--- src/hw/rtl/grid_line_of_sight_ray_top_assert.svh ---
// assertion macros for the line-of-sight ray rtl
// no dependencies; included inside glos_walker, which checks its own logic
`ifndef GRID_LINE_OF_SIGHT_RAY_TOP_ASSERT_SVH
`define GRID_LINE_OF_SIGHT_RAY_TOP_ASSERT_SVH

// same-cycle implication, checked out of reset
`define GLOS_ASSERT_NOW(label, clk, rst_n, ante, cons) \
  label: assert property (@(posedge clk) disable iff (!rst_n) (ante) |-> (cons)) \
    else $error("glos assertion failed");

// next-cycle implication, checked out of reset
`define GLOS_ASSERT_NEXT(label, clk, rst_n, ante, cons) \
  label: assert property (@(posedge clk) disable iff (!rst_n) (ante) |=> (cons)) \
    else $error("glos assertion failed");

`endif

--- src/hw/rtl/glos_pkg.sv ---
// types and constants of the grid line-of-sight ray block
// no dependencies; imported by every rtl module of the block
package glos_pkg;

  localparam int unsigned CoordW   = 5;
  localparam int unsigned StepW    = 6;
  localparam int unsigned ErrW     = 8;
  localparam int unsigned WallW    = 32;
  localparam int unsigned InDataW  = 64;
  localparam int unsigned OutDataW = 16;

  // input tdata field offsets, lowest first
  localparam int unsigned RowIdxLsb = 0;
  localparam int unsigned WallsLsb  = RowIdxLsb + CoordW;
  localparam int unsigned OrgXLsb   = WallsLsb + WallW;
  localparam int unsigned OrgYLsb   = OrgXLsb + CoordW;
  localparam int unsigned TgtXLsb   = OrgYLsb + CoordW;
  localparam int unsigned TgtYLsb   = TgtXLsb + CoordW;
  localparam int unsigned InUsedW   = TgtYLsb + CoordW;

  typedef logic [CoordW-1:0] coord_t;

  typedef enum logic {
    FUNC_LOAD  = 1'b0,
    FUNC_TRACE = 1'b1
  } func_e;

  // one walked cell on its way from the walker to the output stage
  typedef struct packed {
    coord_t x;
    coord_t y;
    logic   in_grid;
    logic   first;
    logic   last;
    logic   force_vis;
  } cell_t;

endpackage

--- src/hw/rtl/glos_wall_mem.sv ---
// wall bitmap memory: one row per entry, one write and one registered read port
// depends on glos_pkg; row valid flags make unwritten rows read as no walls
module glos_wall_mem #(
  parameter int unsigned GRID_SIZE = 32
) (
  input  logic                          clk_i,
  input  logic                          rst_ni,
  input  logic                          wr_en_i,
  input  logic [$clog2(GRID_SIZE)-1:0]  wr_addr_i,
  input  logic [GRID_SIZE-1:0]          wr_data_i,
  input  logic                          rd_en_i,
  input  logic [$clog2(GRID_SIZE)-1:0]  rd_addr_i,
  output logic [GRID_SIZE-1:0]          rd_data_o
);
  import glos_pkg::*;

  logic [GRID_SIZE-1:0] mem_q [GRID_SIZE];
  logic [GRID_SIZE-1:0] rd_data_q;
  logic [GRID_SIZE-1:0] row_valid_q;
  logic                 rd_valid_q;

  // storage array, no reset
  always_ff @(posedge clk_i) begin
    if (wr_en_i) begin
      mem_q[wr_addr_i] <= wr_data_i;
    end
    if (rd_en_i) begin
      rd_data_q <= mem_q[rd_addr_i];
    end
  end

  // row valid flags, cleared at reset
  always_ff @(posedge clk_i or negedge rst_ni) begin
    if (!rst_ni) begin
      row_valid_q <= '0;
      rd_valid_q  <= 1'b0;
    end else begin
      if (wr_en_i) begin
        row_valid_q[wr_addr_i] <= 1'b1;
      end
      if (rd_en_i) begin
        rd_valid_q <= row_valid_q[rd_addr_i];
      end
    end
  end

  assign rd_data_o = rd_valid_q ? rd_data_q : '0;

endmodule

--- src/hw/rtl/glos_walker.sv ---
// ray walker: sets up the doubled error term and steps one cell per cycle while the output stage takes cells
// depends on glos_pkg and the assertion macro header
module glos_walker #(
  parameter int unsigned GRID_SIZE = 32
) (
  input  logic             clk_i,
  input  logic             rst_ni,
  input  logic             start_i,
  input  logic             reveal_all_i,
  input  glos_pkg::coord_t origin_x_i,
  input  glos_pkg::coord_t origin_y_i,
  input  glos_pkg::coord_t target_x_i,
  input  glos_pkg::coord_t target_y_i,
  output logic             busy_o,
  output logic             cell_valid_o,
  input  logic             cell_ready_i,
  output glos_pkg::cell_t  cell_o
);
  import glos_pkg::*;

  logic                    busy_q, busy_d;
  coord_t                  walk_x_q, walk_x_d;
  coord_t                  walk_y_q, walk_y_d;
  coord_t                  dx_q, dx_d;
  coord_t                  dy_q, dy_d;
  logic                    x_up_q, x_up_d;
  logic                    y_up_q, y_up_d;
  logic signed [ErrW-1:0]  err_q, err_d;
  logic [StepW-1:0]        steps_q, steps_d;
  logic                    first_q, first_d;
  logic                    force_q, force_d;

  logic                    x_gt, y_gt;
  coord_t                  dx_new, dy_new;
  logic signed [ErrW-1:0]  two_dx, two_dy;
  logic                    step_go;

  // setup arithmetic from the accepted trace word
  assign x_gt   = target_x_i > origin_x_i;
  assign y_gt   = target_y_i > origin_y_i;
  assign dx_new = x_gt ? (target_x_i - origin_x_i) : (origin_x_i - target_x_i);
  assign dy_new = y_gt ? (target_y_i - origin_y_i) : (origin_y_i - target_y_i);
  assign two_dx = $signed({2'b00, dx_q, 1'b0});
  assign two_dy = $signed({2'b00, dy_q, 1'b0});
  assign step_go = busy_q && cell_ready_i;

  // next walk state
  always_comb begin
    busy_d   = busy_q;
    walk_x_d = walk_x_q;
    walk_y_d = walk_y_q;
    dx_d     = dx_q;
    dy_d     = dy_q;
    x_up_d   = x_up_q;
    y_up_d   = y_up_q;
    err_d    = err_q;
    steps_d  = steps_q;
    first_d  = first_q;
    force_d  = force_q;
    if (start_i) begin
      busy_d  = 1'b1;
      first_d = 1'b1;
      x_up_d  = x_gt;
      y_up_d  = y_gt;
      if (reveal_all_i) begin
        walk_x_d = target_x_i;
        walk_y_d = target_y_i;
        dx_d     = '0;
        dy_d     = '0;
        err_d    = '0;
        steps_d  = StepW'(1);
        force_d  = 1'b1;
      end else begin
        walk_x_d = origin_x_i;
        walk_y_d = origin_y_i;
        dx_d     = dx_new;
        dy_d     = dy_new;
        err_d    = $signed({3'b000, dx_new}) - $signed({3'b000, dy_new});
        steps_d  = StepW'({1'b0, dx_new}) + StepW'({1'b0, dy_new}) + StepW'(1);
        force_d  = 1'b0;
      end
    end else if (step_go) begin
      first_d = 1'b0;
      if (steps_q == StepW'(1)) begin
        busy_d = 1'b0;
      end else begin
        steps_d = steps_q - StepW'(1);
        if (err_q > $signed(ErrW'(0))) begin
          walk_x_d = x_up_q ? (walk_x_q + CoordW'(1)) : (walk_x_q - CoordW'(1));
          err_d    = err_q - two_dy;
        end else begin
          walk_y_d = y_up_q ? (walk_y_q + CoordW'(1)) : (walk_y_q - CoordW'(1));
          err_d    = err_q + two_dx;
        end
      end
    end
  end

  // control registers
  always_ff @(posedge clk_i or negedge rst_ni) begin
    if (!rst_ni) begin
      busy_q  <= 1'b0;
      steps_q <= '0;
      err_q   <= '0;
      walk_x_q <= '0;
      walk_y_q <= '0;
    end else begin
      busy_q   <= busy_d;
      steps_q  <= steps_d;
      err_q    <= err_d;
      walk_x_q <= walk_x_d;
      walk_y_q <= walk_y_d;
    end
  end

  // per-ray operands
  always_ff @(posedge clk_i) begin
    dx_q    <= dx_d;
    dy_q    <= dy_d;
    x_up_q  <= x_up_d;
    y_up_q  <= y_up_d;
    first_q <= first_d;
    force_q <= force_d;
  end

  // cell handed to the output stage
  always_comb begin
    cell_o.x         = walk_x_q;
    cell_o.y         = walk_y_q;
    cell_o.in_grid   = ({1'b0, walk_x_q} < StepW'(GRID_SIZE)) &&
                       ({1'b0, walk_y_q} < StepW'(GRID_SIZE));
    cell_o.first     = first_q;
    cell_o.last      = steps_q == StepW'(1);
    cell_o.force_vis = force_q;
  end

  assign cell_valid_o = busy_q;
  assign busy_o       = busy_q;

`include "grid_line_of_sight_ray_top_assert.svh"

  `GLOS_ASSERT_NOW(a_busy_has_steps, clk_i, rst_ni, busy_q, steps_q != '0)
  `GLOS_ASSERT_NEXT(a_reveal_one_cell, clk_i, rst_ni, start_i && reveal_all_i,
                    busy_q && steps_q == StepW'(1) && force_q)
  `GLOS_ASSERT_NOW(a_err_bounded, clk_i, rst_ni, busy_q,
                   (err_q <= two_dx) && (err_q >= -two_dy))
  `GLOS_ASSERT_NEXT(a_last_ends_walk, clk_i, rst_ni, step_go && cell_o.last, !busy_q)

endmodule

--- src/hw/rtl/glos_vis_out.sv ---
// visibility stage and output register: applies the wall bit and first-wall rule
// depends on glos_pkg; wall row comes from glos_wall_mem the cycle after the read
module glos_vis_out #(
  parameter int unsigned GRID_SIZE = 32
) (
  input  logic                    clk_i,
  input  logic                    rst_ni,
  input  logic                    cell_valid_i,
  output logic                    cell_ready_o,
  input  glos_pkg::cell_t         cell_i,
  input  logic [GRID_SIZE-1:0]    wall_row_i,
  output logic                    out_valid_o,
  input  logic                    out_ready_i,
  output glos_pkg::coord_t        cell_x_o,
  output glos_pkg::coord_t        cell_y_o,
  output logic                    visible_o,
  output logic                    last_cell_o
);
  import glos_pkg::*;

  localparam int unsigned AddrW = $clog2(GRID_SIZE);

  logic    m_valid_q;
  cell_t   m_cell_q;
  logic    out_valid_q;
  coord_t  out_x_q;
  coord_t  out_y_q;
  logic    out_vis_q;
  logic    out_last_q;
  logic    wall_seen_q, wall_seen_d;

  logic    out_free;
  logic    m_move;
  logic    seen_eff;
  logic    is_wall;
  logic    vis;

  assign out_free     = !out_valid_q || out_ready_i;
  assign m_move       = m_valid_q && out_free;
  assign cell_ready_o = !m_valid_q || out_free;

  // wall verdict for the cell waiting on its memory row
  assign is_wall     = m_cell_q.in_grid && wall_row_i[m_cell_q.x[AddrW-1:0]];
  assign seen_eff    = m_cell_q.first ? 1'b0 : wall_seen_q;
  assign vis         = m_cell_q.force_vis || !seen_eff;
  assign wall_seen_d = seen_eff || is_wall;

  // valid flags and first-wall tracker
  always_ff @(posedge clk_i or negedge rst_ni) begin
    if (!rst_ni) begin
      m_valid_q   <= 1'b0;
      out_valid_q <= 1'b0;
      wall_seen_q <= 1'b0;
    end else begin
      if (cell_ready_o) begin
        m_valid_q <= cell_valid_i;
      end
      if (out_free) begin
        out_valid_q <= m_valid_q;
      end
      if (m_move) begin
        wall_seen_q <= wall_seen_d;
      end
    end
  end

  // payload registers
  always_ff @(posedge clk_i) begin
    if (cell_ready_o && cell_valid_i) begin
      m_cell_q <= cell_i;
    end
    if (m_move) begin
      out_x_q    <= m_cell_q.x;
      out_y_q    <= m_cell_q.y;
      out_vis_q  <= vis;
      out_last_q <= m_cell_q.last;
    end
  end

  assign out_valid_o = out_valid_q;
  assign cell_x_o    = out_x_q;
  assign cell_y_o    = out_y_q;
  assign visible_o   = out_vis_q;
  assign last_cell_o = out_last_q;

endmodule

--- src/hw/rtl/grid_line_of_sight_ray_top.sv ---
// top level of the grid line-of-sight ray block
// depends on glos_pkg, glos_wall_mem, glos_walker and glos_vis_out
//
// usage:
// - the slave stream takes one word per item; tuser 0 loads one wall row,
//   tuser 1 traces a ray from the origin cell to the target cell
// - the master stream gives one word per visited cell, origin first; tlast
//   marks the target cell, tuser is the visible flag
// - the config channel writes reveal_all; with it set a trace gives only the
//   target cell, visible
// - a load word gives no output
// - a trace holds the slave side until the walker has issued its last cell:
//   the walker issues one cell and one wall-row read per cycle while the
//   output stage takes cells, so a ray gives 1+|dx|+|dy| cells, 1 to 63
// - the first cell passes the walker, the wall-row read and the output
//   register before it appears on the master side
// - when the master side stalls, the walker and the memory read hold; the
//   next word is taken as soon as the walker has issued its last cell
// - reset clears reveal_all and marks every wall row empty at once
module grid_line_of_sight_ray_top #(
  parameter int unsigned GRID_SIZE = 32
) (
  input  logic                           clk_i,
  input  logic                           rst_ni,
  input  logic                           s_axis_tvalid_i,
  output logic                           s_axis_tready_o,
  // row_index, row_walls, origin_x, origin_y, target_x, target_y, zero pad
  input  logic [glos_pkg::InDataW-1:0]   s_axis_tdata_i,
  // func
  input  logic                           s_axis_tuser_i,
  output logic                           m_axis_tvalid_o,
  input  logic                           m_axis_tready_i,
  // cell_x, cell_y, zero pad
  output logic [glos_pkg::OutDataW-1:0]  m_axis_tdata_o,
  // visible
  output logic                           m_axis_tuser_o,
  output logic                           m_axis_tlast_o,
  input  logic                           cfg_valid_i,
  output logic                           cfg_ready_o,
  input  logic                           cfg_data_i
);
  import glos_pkg::*;

  localparam int unsigned AddrW = $clog2(GRID_SIZE);

  logic                 reveal_all_q;
  logic                 in_fire;
  logic                 load_row;
  logic                 start_trace;
  logic                 walker_busy;
  logic                 cell_valid;
  logic                 cell_ready;
  cell_t                walk_cell;
  logic [GRID_SIZE-1:0] wall_row;
  coord_t               row_index;
  logic [WallW-1:0]     row_walls;
  coord_t               cell_x;
  coord_t               cell_y;

  // config register
  assign cfg_ready_o = 1'b1;
  always_ff @(posedge clk_i or negedge rst_ni) begin
    if (!rst_ni) begin
      reveal_all_q <= 1'b0;
    end else if (cfg_valid_i && cfg_ready_o) begin
      reveal_all_q <= cfg_data_i;
    end
  end

  // input word decode
  assign s_axis_tready_o = !walker_busy;
  assign in_fire     = s_axis_tvalid_i && s_axis_tready_o;
  assign row_index   = s_axis_tdata_i[RowIdxLsb +: CoordW];
  assign row_walls   = s_axis_tdata_i[WallsLsb +: WallW];
  assign load_row    = in_fire && (s_axis_tuser_i == FUNC_LOAD) &&
                       ({1'b0, row_index} < StepW'(GRID_SIZE));
  assign start_trace = in_fire && (s_axis_tuser_i == FUNC_TRACE);

  glos_wall_mem #(
    .GRID_SIZE(GRID_SIZE)
  ) u_wall_mem (
    .clk_i    (clk_i),
    .rst_ni   (rst_ni),
    .wr_en_i  (load_row),
    .wr_addr_i(row_index[AddrW-1:0]),
    .wr_data_i(row_walls[GRID_SIZE-1:0]),
    .rd_en_i  (cell_valid && cell_ready),
    .rd_addr_i(walk_cell.y[AddrW-1:0]),
    .rd_data_o(wall_row)
  );

  glos_walker #(
    .GRID_SIZE(GRID_SIZE)
  ) u_walker (
    .clk_i       (clk_i),
    .rst_ni      (rst_ni),
    .start_i     (start_trace),
    .reveal_all_i(reveal_all_q),
    .origin_x_i  (s_axis_tdata_i[OrgXLsb +: CoordW]),
    .origin_y_i  (s_axis_tdata_i[OrgYLsb +: CoordW]),
    .target_x_i  (s_axis_tdata_i[TgtXLsb +: CoordW]),
    .target_y_i  (s_axis_tdata_i[TgtYLsb +: CoordW]),
    .busy_o      (walker_busy),
    .cell_valid_o(cell_valid),
    .cell_ready_i(cell_ready),
    .cell_o      (walk_cell)
  );

  glos_vis_out #(
    .GRID_SIZE(GRID_SIZE)
  ) u_vis_out (
    .clk_i       (clk_i),
    .rst_ni      (rst_ni),
    .cell_valid_i(cell_valid),
    .cell_ready_o(cell_ready),
    .cell_i      (walk_cell),
    .wall_row_i  (wall_row),
    .out_valid_o (m_axis_tvalid_o),
    .out_ready_i (m_axis_tready_i),
    .cell_x_o    (cell_x),
    .cell_y_o    (cell_y),
    .visible_o   (m_axis_tuser_o),
    .last_cell_o (m_axis_tlast_o)
  );

  // output word packing
  assign m_axis_tdata_o = {{(OutDataW - 2 * CoordW){1'b0}}, cell_y, cell_x};

endmodule
--- config.mk ---
export PLATFORM = sky130hd
export DESIGN_NAME = grid_line_of_sight_ray_top
export DESIGN_NICKNAME = d
export VERILOG_FILES = /design/src/hw/rtl/glos_pkg.sv /design/src/hw/rtl/glos_wall_mem.sv /design/src/hw/rtl/glos_walker.sv /design/src/hw/rtl/glos_vis_out.sv /design/src/hw/rtl/grid_line_of_sight_ray_top.sv
export VERILOG_INCLUDE_DIRS = /design/src /design/src/hw/rtl
export SDC_FILE = /design/constraint.sdc
export NUM_CORES = 1
export LEC_CHECK = 0
export BUFFER_PORTS_ARGS = -buffer_cell sky130_fd_sc_hd__buf_2
export CORE_MARGIN = 2
export CORE_UTILIZATION = 30
export DETAILED_ROUTE_END_ITERATION = 10
export PLACE_DENSITY = 0.48
export SETUP_SLACK_MARGIN = 0.02
export SLEW_MARGIN = 40
export SYNTH_ARGS = -nofsm -noshare
export SYNTH_HDL_FRONTEND = slang
export SYNTH_SLANG_ARGS = --single-unit
export TNS_END_PERCENT = 30
--- constraint.sdc ---
create_clock -name clk_i -period 3.6 [get_ports clk_i]
set_clock_uncertainty 0.05 [all_clocks]
set_input_delay 0.36 -clock clk_i [delete_from_list [all_inputs] [get_ports clk_i]]
set_output_delay 0.36 -clock clk_i [all_outputs]
set_load 0.01 [all_outputs]
# Yosys cells after proc, flatten, opt, wreduce, memory -nomap -nowiden
# Memories as Yosys holds them, arrays and structs flattened. A register that Yosys moved wholly into a read port is not among the register bits.
# Cells that the tools add are included.
[totals]
memories = 1
mem_bits_rw = 1024
ff_bits = 101
output_inout_bits = 21
[classes]
reduce_logical = 21
addsub = 14
bitwise = 2
eq_ne = 3
order_cmp = 7
n_mux = 37
[mem_list]
columns = ["memory", "depth", "word_bits", "rd", "rd_ports_with_merged_regs", "write_ports", "line_no", "rtl"]
rows = [
  ["u_wall_mem.mem_q", 32, 32, 1, 1, 1, "glos_wall_mem.sv:17", "logic [GRID_SIZE-1:0] mem_q [GRID_SIZE];"],
]
[ops]
columns = ["operator", "count"]
rows = [
  ["two-way mux 5 bit", 14],
  ["two-way mux 8 bit", 5],
  ["two-way mux 32 bit", 1],
  ["OR 32 bit", 1],
  ["two-way mux 6 bit", 4],
  ["subtractor 5 bit", 4],
  ["less-than comparator 5 x 6 -> 1 bit (second input constant)", 3],
  ["adder 5 x 1 -> 5 bit (second input constant)", 2],
  ["binary-select mux 1 bit (select 5 bit)", 2],
  ["greater-than comparator 5 bit", 2],
  ["two-way mux 1 bit", 10],
  ["subtractor 5 x 1 -> 5 bit (second input constant)", 2],
  ["adder 8 x 7 -> 8 bit", 1],
  ["greater-than comparator 8 x 1 -> 1 bit (second input constant)", 1],
  ["subtractor 8 x 7 -> 8 bit", 1],
  ["adder 5 x 5 -> 6 bit", 1],
  ["adder 6 x 1 -> 6 bit (second input constant)", 1],
  ["== test 6 x 1 -> 1 bit (second input constant)", 1],
  ["logical AND 1 bit", 6],
  ["AND reduction 3 bit", 2],
  ["nonzero test 2 bit", 3],
  ["subtractor 5 x 5 -> 6 bit", 1],
  ["subtractor 6 x 1 -> 6 bit (second input constant)", 1],
  ["demux 1 bit (select 5 bit)", 1],
  ["other kinds (6)", 14],
]

# Depth between registers and ports, before layout
# Gate-level depths: netlist of run 1.
[logic_depth]
word_depth = 6
ltp_mapped = 16

# Hierarchy
# A second synthesis of run 1 with hierarchy kept.
[unflattened]
hier_cells = 2177
hier_area_um2 = 46424.5
[modules_own_cells]
columns = ["mod", "seq_area_each_um2", "area_per_inst_um2", "cells_per_inst", "n_inst"]
rows = [
  ["glos_wall_mem", 32536.2, 41416.0, 1675, 1],
  ["glos_walker", 1036.0, 3653.5, 417, 1],
  ["glos_vis_out", 855.8, 1228.7, 70, 1],
  ["grid_line_of_sight_ray_top", 25.0, 126.4, 15, 1],
]

# Worst setup path before layout of run 1
# OpenSTA, ideal clock, no wires.
[synth_path]
path_type = "input to register"
from = "input s_axis_tdata_i[43] (netlist bit)"
to = "register u_walker.steps_q[3]"
t_required_ns = 3.463
setup_slack_ns = 0.267
arrival_ns = 3.196
path_stages = 15
setup_time_ns = 0.087
n_path_buf = 2
cell_sequence = "inv_1 > ha_1 > nor2b_1 > o21a_1 > o21ai_0 > a21oi_1 > clkbuf_1 > o21ai_0 > and3_1 > ha_1 > clkbuf_1 > a21oi_1 > o21ai_0 > or3b_2 > o21ai_0"
[synth_via]
elab_chain_cells = 6
[synth_lines]
columns = ["element", "line_no", "rtl"]
rows = [
  ["from (decl)", "grid_line_of_sight_ray_top.sv:28", "input logic [glos_pkg::InDataW-1:0] s_axis_tdata_i,"],
  ["greater-than comparator 5 bit", "glos_walker.sv:40", "assign y_gt = target_y_i > origin_y_i;"],
  ["named net u_walker.y_gt", "glos_walker.sv:33", "logic x_gt, y_gt;"],
  ["two-way mux 5 bit", "glos_walker.sv:42", "assign dy_new = y_gt ? (target_y_i - origin_y_i) : (origin_y_i - target_y_i);"],
  ["adder 5 x 5 -> 6 bit", "glos_walker.sv:79", "steps_d = StepW'({1'b0, dx_new}) + StepW'({1'b0, dy_new}) + StepW'(1);"],
  ["adder 6 x 1 -> 6 bit", "glos_walker.sv:79", ""],
  ["two-way mux 6 bit", "glos_walker.sv:65", "if (reveal_all_i) begin"],
  ["two-way mux 6 bit", "glos_walker.sv:60", "if (start_i) begin"],
  ["to (signal assigned)", "glos_walker.sv:109", "steps_q <= steps_d;"],
  ["to (decl)", "glos_walker.sv:29", "logic [StepW-1:0] steps_q, steps_d;"],
]
# The timed path passes the listed nets, and every way through them passes these cells.
# A chain may end at the register's enable or synchronous reset.

# Worst setup path in the final report of run 1
[layout_path]
from = "input s_axis_tdata_i[48] (netlist bit)"
to = "register u_walker.steps_q[3]"
[layout_via]
elab_chain_cells = 6
[layout_lines]
columns = ["element", "line_no", "rtl"]
rows = [
  ["subtractor 5 bit / greater-than comparator 5 bit (equally long branches)", "glos_walker.sv:41, glos_walker.sv:39", ""],
  ["two-way mux 5 bit (*)", "glos_walker.sv:41", "assign dx_new = x_gt ? (target_x_i - origin_x_i) : (origin_x_i - target_x_i);"],
  ["named net u_walker.dx_new[3]", "glos_walker.sv:34", "coord_t dx_new, dy_new;"],
  ["adder 5 x 5 -> 6 bit (*)", "glos_walker.sv:79", ""],
  ["adder 6 x 1 -> 6 bit (*)", "glos_walker.sv:79", ""],
  ["two-way mux 6 bit (*)", "glos_walker.sv:65", ""],
  ["two-way mux 6 bit (*)", "glos_walker.sv:60", ""],
]
# The timed path passes the listed nets; every way through them passes the cells marked *.

==> results of run 1 <==
cells in the mapped netlist (4+ instances only):
cell / count
fa_1: 9
inv_1: 48
buf_2: 30
nand2_1: 36
nor3_1: 12
nand3_1: 7
mux2_2: 39
o211a_1: 5
or2_2: 32
o21ai_0: 20
nand3b_1: 8
dfrtp_1: 62
nor2b_1: 7
nand2b_1: 5
a211oi_1: 4
a21oi_1: 34
or3_1: 6
nor3b_1: 4
o22ai_1: 6
a21o_1: 12
nor2_1: 67
mux2i_1: 18
xor2_1: 8
o211ai_1: 5
clkbuf_1: 55
buf_4: 12
xnor2_1: 18
o21a_1: 4
ha_1: 43
a31oi_1: 5
mux4_2: 338
edfxtp_1: 1094
routing by layer:
metal,track usage,routed length (um),up-vias,part of all wire
met3,0.0243,5090,174,0.043
met1,0.214,53900,12100,0.46
met4,0.0397,2460,10,0.021
met2,0.245,56800,588,0.48
met5,0,77,-,0.00065
li1,-,-,9209,-
what timing repair did:
item,CTS,global route
setup endpoints to repair,0,3
hold buffers,20,0
resized for setup,0,3
endpoints found under the hold margin,60,0
registers in the layout, summed over array words and instances (netlist names), 5 cells and up:
signal,cells
u_vis_out.cell_x_o,5
u_vis_out.cell_y_o,5
u_vis_out.m_cell_q,13
u_walker.dx_q,5
u_walker.dy_q,5
u_walker.err_q,8
u_walker.steps_q,6
u_walker.walk_x_q,5
u_walker.walk_y_q,5
u_wall_mem.mem_q,1024
u_wall_mem.rd_data_q,32
u_wall_mem.row_valid_q,32
layout make-up:
| cell class | count | area (um^2) |
|---|---|---|
| Clock buffer | 156 | 3430 |
| Sequential cell | 1157 | 34400 |
| Multi-Input combinational cell | 787 | 11100 |
| Fill cell | 13900 | 97600 |
| Inverter | 48 | 180 |
| Timing Repair Buffer | 214 | 1930 |
| Clock inverter | 81 | 774 |
| Tap cell | 2030 | 2540 |
worst max path at each step:
stage | startpoint | slack, ps | to | depth (start not counted)
after floorplan | s_axis_tdata_i[43] | 270 | u_walker.steps_q[3] | 15
final | s_axis_tdata_i[48] | 260 | u_walker.steps_q[3] | 14
after global routing | s_axis_tdata_i[48] | 60 | u_walker.steps_q[3] | 14
after CTS | s_axis_tdata_i[48] | 150 | u_walker.steps_q[3] | 14
after detailed placement | s_axis_tdata_i[38] | -90 | u_walker.steps_q[3] | 14
after global placement | s_axis_tdata_i[38] | 8 | u_walker.steps_q[3] | 14
cells by family after synthesis:
family,Yosys count,synth area share
simple gates,199,0.0217
fa+ha+maj,52,0.0156
xor+xnor,26,0.00495
flops,1157,0.749
other cells,2,0.000163
mux,395,0.179
compound gates,108,0.0150
buf+inv,151,0.0146
metrics by stage:
step	setup slack (ps)	setup TNS, ps	hold slack [ps]
finish	256	0	38.9
global placement	7.86	0	359
floorplan	267	0	14.4
detailed placement	-94.1	-234	357
global route	56.2	0	36.4
CTS	147	0	6.43
tightest hold or removal path, cell delays in order:
cell     delay [ps]
buf_2           120
inv_1            70
o21ai_0          70
nand2_1          80
o21ai_0          80
power by group:
| group | leakage, nW | total [mW] | switching (mW) | internal, mW |
|---|---|---|---|---|
| logic | 5.04 | 9.79 | 4.47 | 5.32 |
| registers | 10.7 | 16.1 | 0.717 | 15.3 |
| clock network | 2.06 | 13.0 | 5.43 | 7.53 |
==> impl_metrics.yaml, run 1 <==
status:
  status: "finished clean"
detailed_routing:
  wirelength_mm: 118
  drc_errors: 0
  vias: 22100
  routedWlPerCell_um: 26.5
  first_iter_violations: 2287
  via_per_inst: 4.93
  postRouteAntennaNets: 0
  drtPass1Iterations: 5
worst_setup_path:
  cp.required_ps: 4210
  critical_path_class: "input pin to flop"
  cpPeakStageDelay_ps: 550
  reg2regPathDepth: 12
  r2r-start: "u_walker.err_q[3]"
  cp-end-kind: "flop"
  reg2reg_slack_ps: 340
  path_delay_family: "simple AND/OR/NAND/NOR gates"
  reg2reg_to: "u_walker.err_q[7]"
  cp_cell_sequence: "dlygate4sd3_1 -> buf_2 -> ha_1 -> nor2b_1 -> o21a_1 -> o21ai_0 -> a21oi_2 -> buf_4 -> nor3_1 -> nor3b_1 -> ha_1 -> o21ai_0 -> or3b_2 -> o21ai_0"
  arrival_ps: 3960
  cp_max_fo: 7
  slowest_stage: "dlygate4sd3_1"
  cp_num_buf_inv: 3
  start_kind: "input pin"
  cp_common_cell: "o21ai_0"
cells_and_area:
  drive_gt1_frac: 0.341
  fin_area_um2: 54400
  final_cells: 4473
  syn_to_final_growth_pct: 18.4
  fin_util: 0.358
  final_cell_mix: "1094 x edfxtp_1, 338 x mux4_2, 133 x clkbuf_16"
  diodes: 0
  nets: 2462
  mostFrequentLayoutCell: "edfxtp_1"
synthesis:
  ys_ff_latch: 1157
  synth-edff-count: 1094
  synth_area_leaders: "edfxtp_1 71%, mux4_2 17%, dfrtp_1 3.4%"
  postSynthCellCount: 2090
  ys_warn_count: 0
  synth_cell_type_count: 54
  avgSynthCellArea_um2: 22.0
  yosys_most_used_dff: "edfxtp_1"
  synthArstFlopShare: 0.0536
  synth.top_cell.area_share: 0.715
  netlist.top_cell.by_area: "edfxtp_1"
  ys_seq_area_frac: 0.749
  netlist_area_um2: 46000
cts:
  cts_setup_buffers: 0
  cts.clk_slew.worst_paths_ps: 60
  h-tree-depth: 4
  clock_latency_ps: 750
  cts_buffers: 131
  clock_path_buffers: 3
  cts.sinks: 1157
  tritoncts: "yes"
  cts_root_buf: "clkbuf_16"
grt:
  grt_max_degree: 53
  grt_pass1_vias: 23300
  grt.total_usage: 0.152
  overflow: 0
  antenna_found_initial: 14
  grt_pass1_wl_mm: 171
floorplanning:
  die_width_um: 395
  ios: 92
  core_um2: 152000
  row_count: 143
  die_y_um: 395
  start_util: 0.302
  dieArea_um2: 156000
timing:
  slew_violations: 0
  rsz0062_at_grt: "no"
  hold_viol: 0
  period_needed_ps: 3340
  period_share: 0.929
  max_freq_mhz: 299
  setup_viol: 0
  slew_headroom: 0.446
  tightest_slew_ps: 829
power_and_ir_drop:
  power.density_nw_per_um2: 713
  vdd_drop_max_v: 0.000563
  power.total_mw: 38.8
  p_leak_nw: 17.8
min_path:
  hold_depth: 5
  hp-start: "s_axis_tdata_i[39]"
  hold_end: "u_walker.walk_x_q[2]"
  worstHoldPathType: "input pin to flop"
placed_design:
  gp_congestion: 0.801
  dp_hpwl_mm: 66.8
  place_area_um2: 50000
  dpl.cell_count: 4216
  port_buffers: 77
run:
  max-cap-violations: 0
No activity file was read; power rests on OpenSTA's default activity.
==> inputs of run 2 (changes only) <==
CORE_MARGIN = 10   (was 2)
==> run 2 against run 1 <==
Net effect:
- largest cell class unchanged
- combinational power up 0.7%
- final cell count down 0.20%
- highest routed layer unchanged
- power down 2.8%
- largest power group unchanged
- first-iteration DRC count down 11%
- via count down 0.93%
- critical path depth up 1
==> impl_metrics.yaml, run 2 (synthesized netlist as in run 1, its figures left out) <==
status:
  status: "finished clean"
detailed_routing:
  postRouteAntennaNets: 0
  drc_errors: 0
  first_iter_violations: 2033
  via_per_inst: 4.90
  wirelength_mm: 118
  routedWlPerCell_um: 26.5
  vias: 21900
  drtPass1Iterations: 7
worst_setup_path:
  cp_max_fo: 9
  cp.required_ps: 4200
  arrival_ps: 3970
  reg2reg_slack_ps: 430
  r2r-start: "u_walker.err_q[2]"
  cp-end-kind: "flop"
  start_kind: "input pin"
  reg2regPathDepth: 12
  critical_path_class: "input pin to flop"
  reg2reg_to: "u_walker.err_q[7]"
cts:
  cts.sinks: 1157
  tritoncts: "yes"
  cts_root_buf: "clkbuf_16"
  h-tree-depth: 3
  cts_setup_buffers: 0
  clock_latency_ps: 730
  clock_path_buffers: 3
  cts_buffers: 121
  cts.clk_slew.worst_paths_ps: 60
power_and_ir_drop:
  power.total_mw: 37.7
  p_clk_frac: 0.315
  intPower_mw: 27.4
  power.density_nw_per_um2: 700
  p_leak_nw: 17.5
  p_seq_frac: 0.424
  vdd_drop_max_v: 0.000440
  power_switching_mw: 10.3
  swShare: 0.273
  p_comb_frac: 0.261
timing:
  period_needed_ps: 3370
  period_share: 0.937
  tightest_slew_ps: 870
  rsz0062_at_grt: "no"
  setup_viol: 0
  slew_headroom: 0.419
  hold_viol: 0
  max_freq_mhz: 297
  fin_ws_ps: 228
  slew_violations: 0
cells_and_area:
  reg_top3: "u_wall_mem.mem_q x1024, u_wall_mem.rd_data_q x32, u_wall_mem.row_valid_q x32"
  nets: 2454
  final_cell_mix: "1094 x edfxtp_1, 338 x mux4_2, 124 x clkbuf_16"
  syn_to_final_growth_pct: 17.2
  fin_util: 0.354
  fin_area_um2: 53900
  mostFrequentLayoutCell: "edfxtp_1"
  drive_gt1_frac: 0.333
  final_cells: 4464
  top_register: "u_wall_mem.mem_q"
  largest_reg_flops: 1024
grt:
  grt_max_degree: 54
  antenna_found_initial: 22
  grt.total_usage: 0.139
  grt_pass1_vias: 23200
  grt_pass1_wl_mm: 171
  overflow: 0
floorplanning:
  die_y_um: 411
  start_util: 0.302
  die_width_um: 411
  row_count: 143
  ios: 92
  core_um2: 152000
  dieArea_um2: 169000
min_path:
  hold_depth: 4
  worstHoldPathType: "input pin to flop"
  hold_end: "u_walker.walk_y_q[3]"
  hp-start: "s_axis_tdata_i[45]"
placed_design:
  gp_congestion: 0.765
  dp_hpwl_mm: 69.5
  place_area_um2: 49900
  dpl.cell_count: 4220
  port_buffers: 77
  dpl_worst_slack_ps: -182
run:
  max-cap-violations: 0
[run 2: worst max-delay path, cell delays in order]
cell and delay, ps:
dlygate4sd3_1 560, buf_2 160, ha_1 290, nor2b_1 130, o21a_1 180, o21ai_0 310
a21oi_2 160, buf_4 200, nand3b_1 190, and3_1 170, ha_1 370, a21oi_1 90
o21ai_0 260, or3b_2 470, o21ai_0 80
[run 2: per-stage QoR]
stage	hold slack, ps	setup TNS [ps]
global route	56.1	0
global placement	362	-135
floorplan	14.4	0
finish	51.9	0
CTS	7.86	0
detailed placement	344	-397
[run 2: area by class of cell]
cell class / instances / area (um^2)
Clock buffer: 159 / 3240
Antenna cell: 3 / 7.51
Fill cell: 14000 / 98200
Multi-Input combinational cell: 787 / 11100
Sequential cell: 1157 / 34400
Tap cell: 2030 / 2540
Inverter: 48 / 180
Clock inverter: 64 / 508
Timing Repair Buffer: 216 / 1790
[run 2: power groups by stage]
stage          Sequential [mW]  Clock [mW]  Combinational [mW]
6_report                  16.0        11.9                9.86
5_1_grt                   16.0        12.8                10.6
4_1_cts                   16.0        12.2                10.1
3_5_place_dp              16.3           0                10.0
3_3_place_gp              16.3           0                9.86
2_1_floorplan             15.8           0                7.24
[run 2: worst max path at each step]
stage	endpoint	cells after the start	start	slack, ps
after detailed placement	u_walker.err_q[7]	16	s_axis_tdata_i[38]	-180
after global placement	u_walker.err_q[7]	16	s_axis_tdata_i[38]	-70
after CTS	u_walker.err_q[7]	16	s_axis_tdata_i[40]	90
after global routing	u_walker.steps_q[5]	16	s_axis_tdata_i[53]	30
final	u_walker.steps_q[3]	15	s_axis_tdata_i[53]	230
after floorplan	u_walker.steps_q[3]	15	s_axis_tdata_i[43]	270
[run 2: timing repair]
action	4_1_cts	5_1_grt
hold endpoints to repair	49	0
hold buffers	18	0
resized for setup	0	4
endpoints found under the setup margin	0	5
[run 2: routing by layer]
layer  up-vias  wire length (um)  GRT usage
met1     11900             50000      0.182
met2       611             58400      0.230
met3       182              6650     0.0297
met4        14              2960     0.0410
met5         -                80          0
li1       9176                 -          -
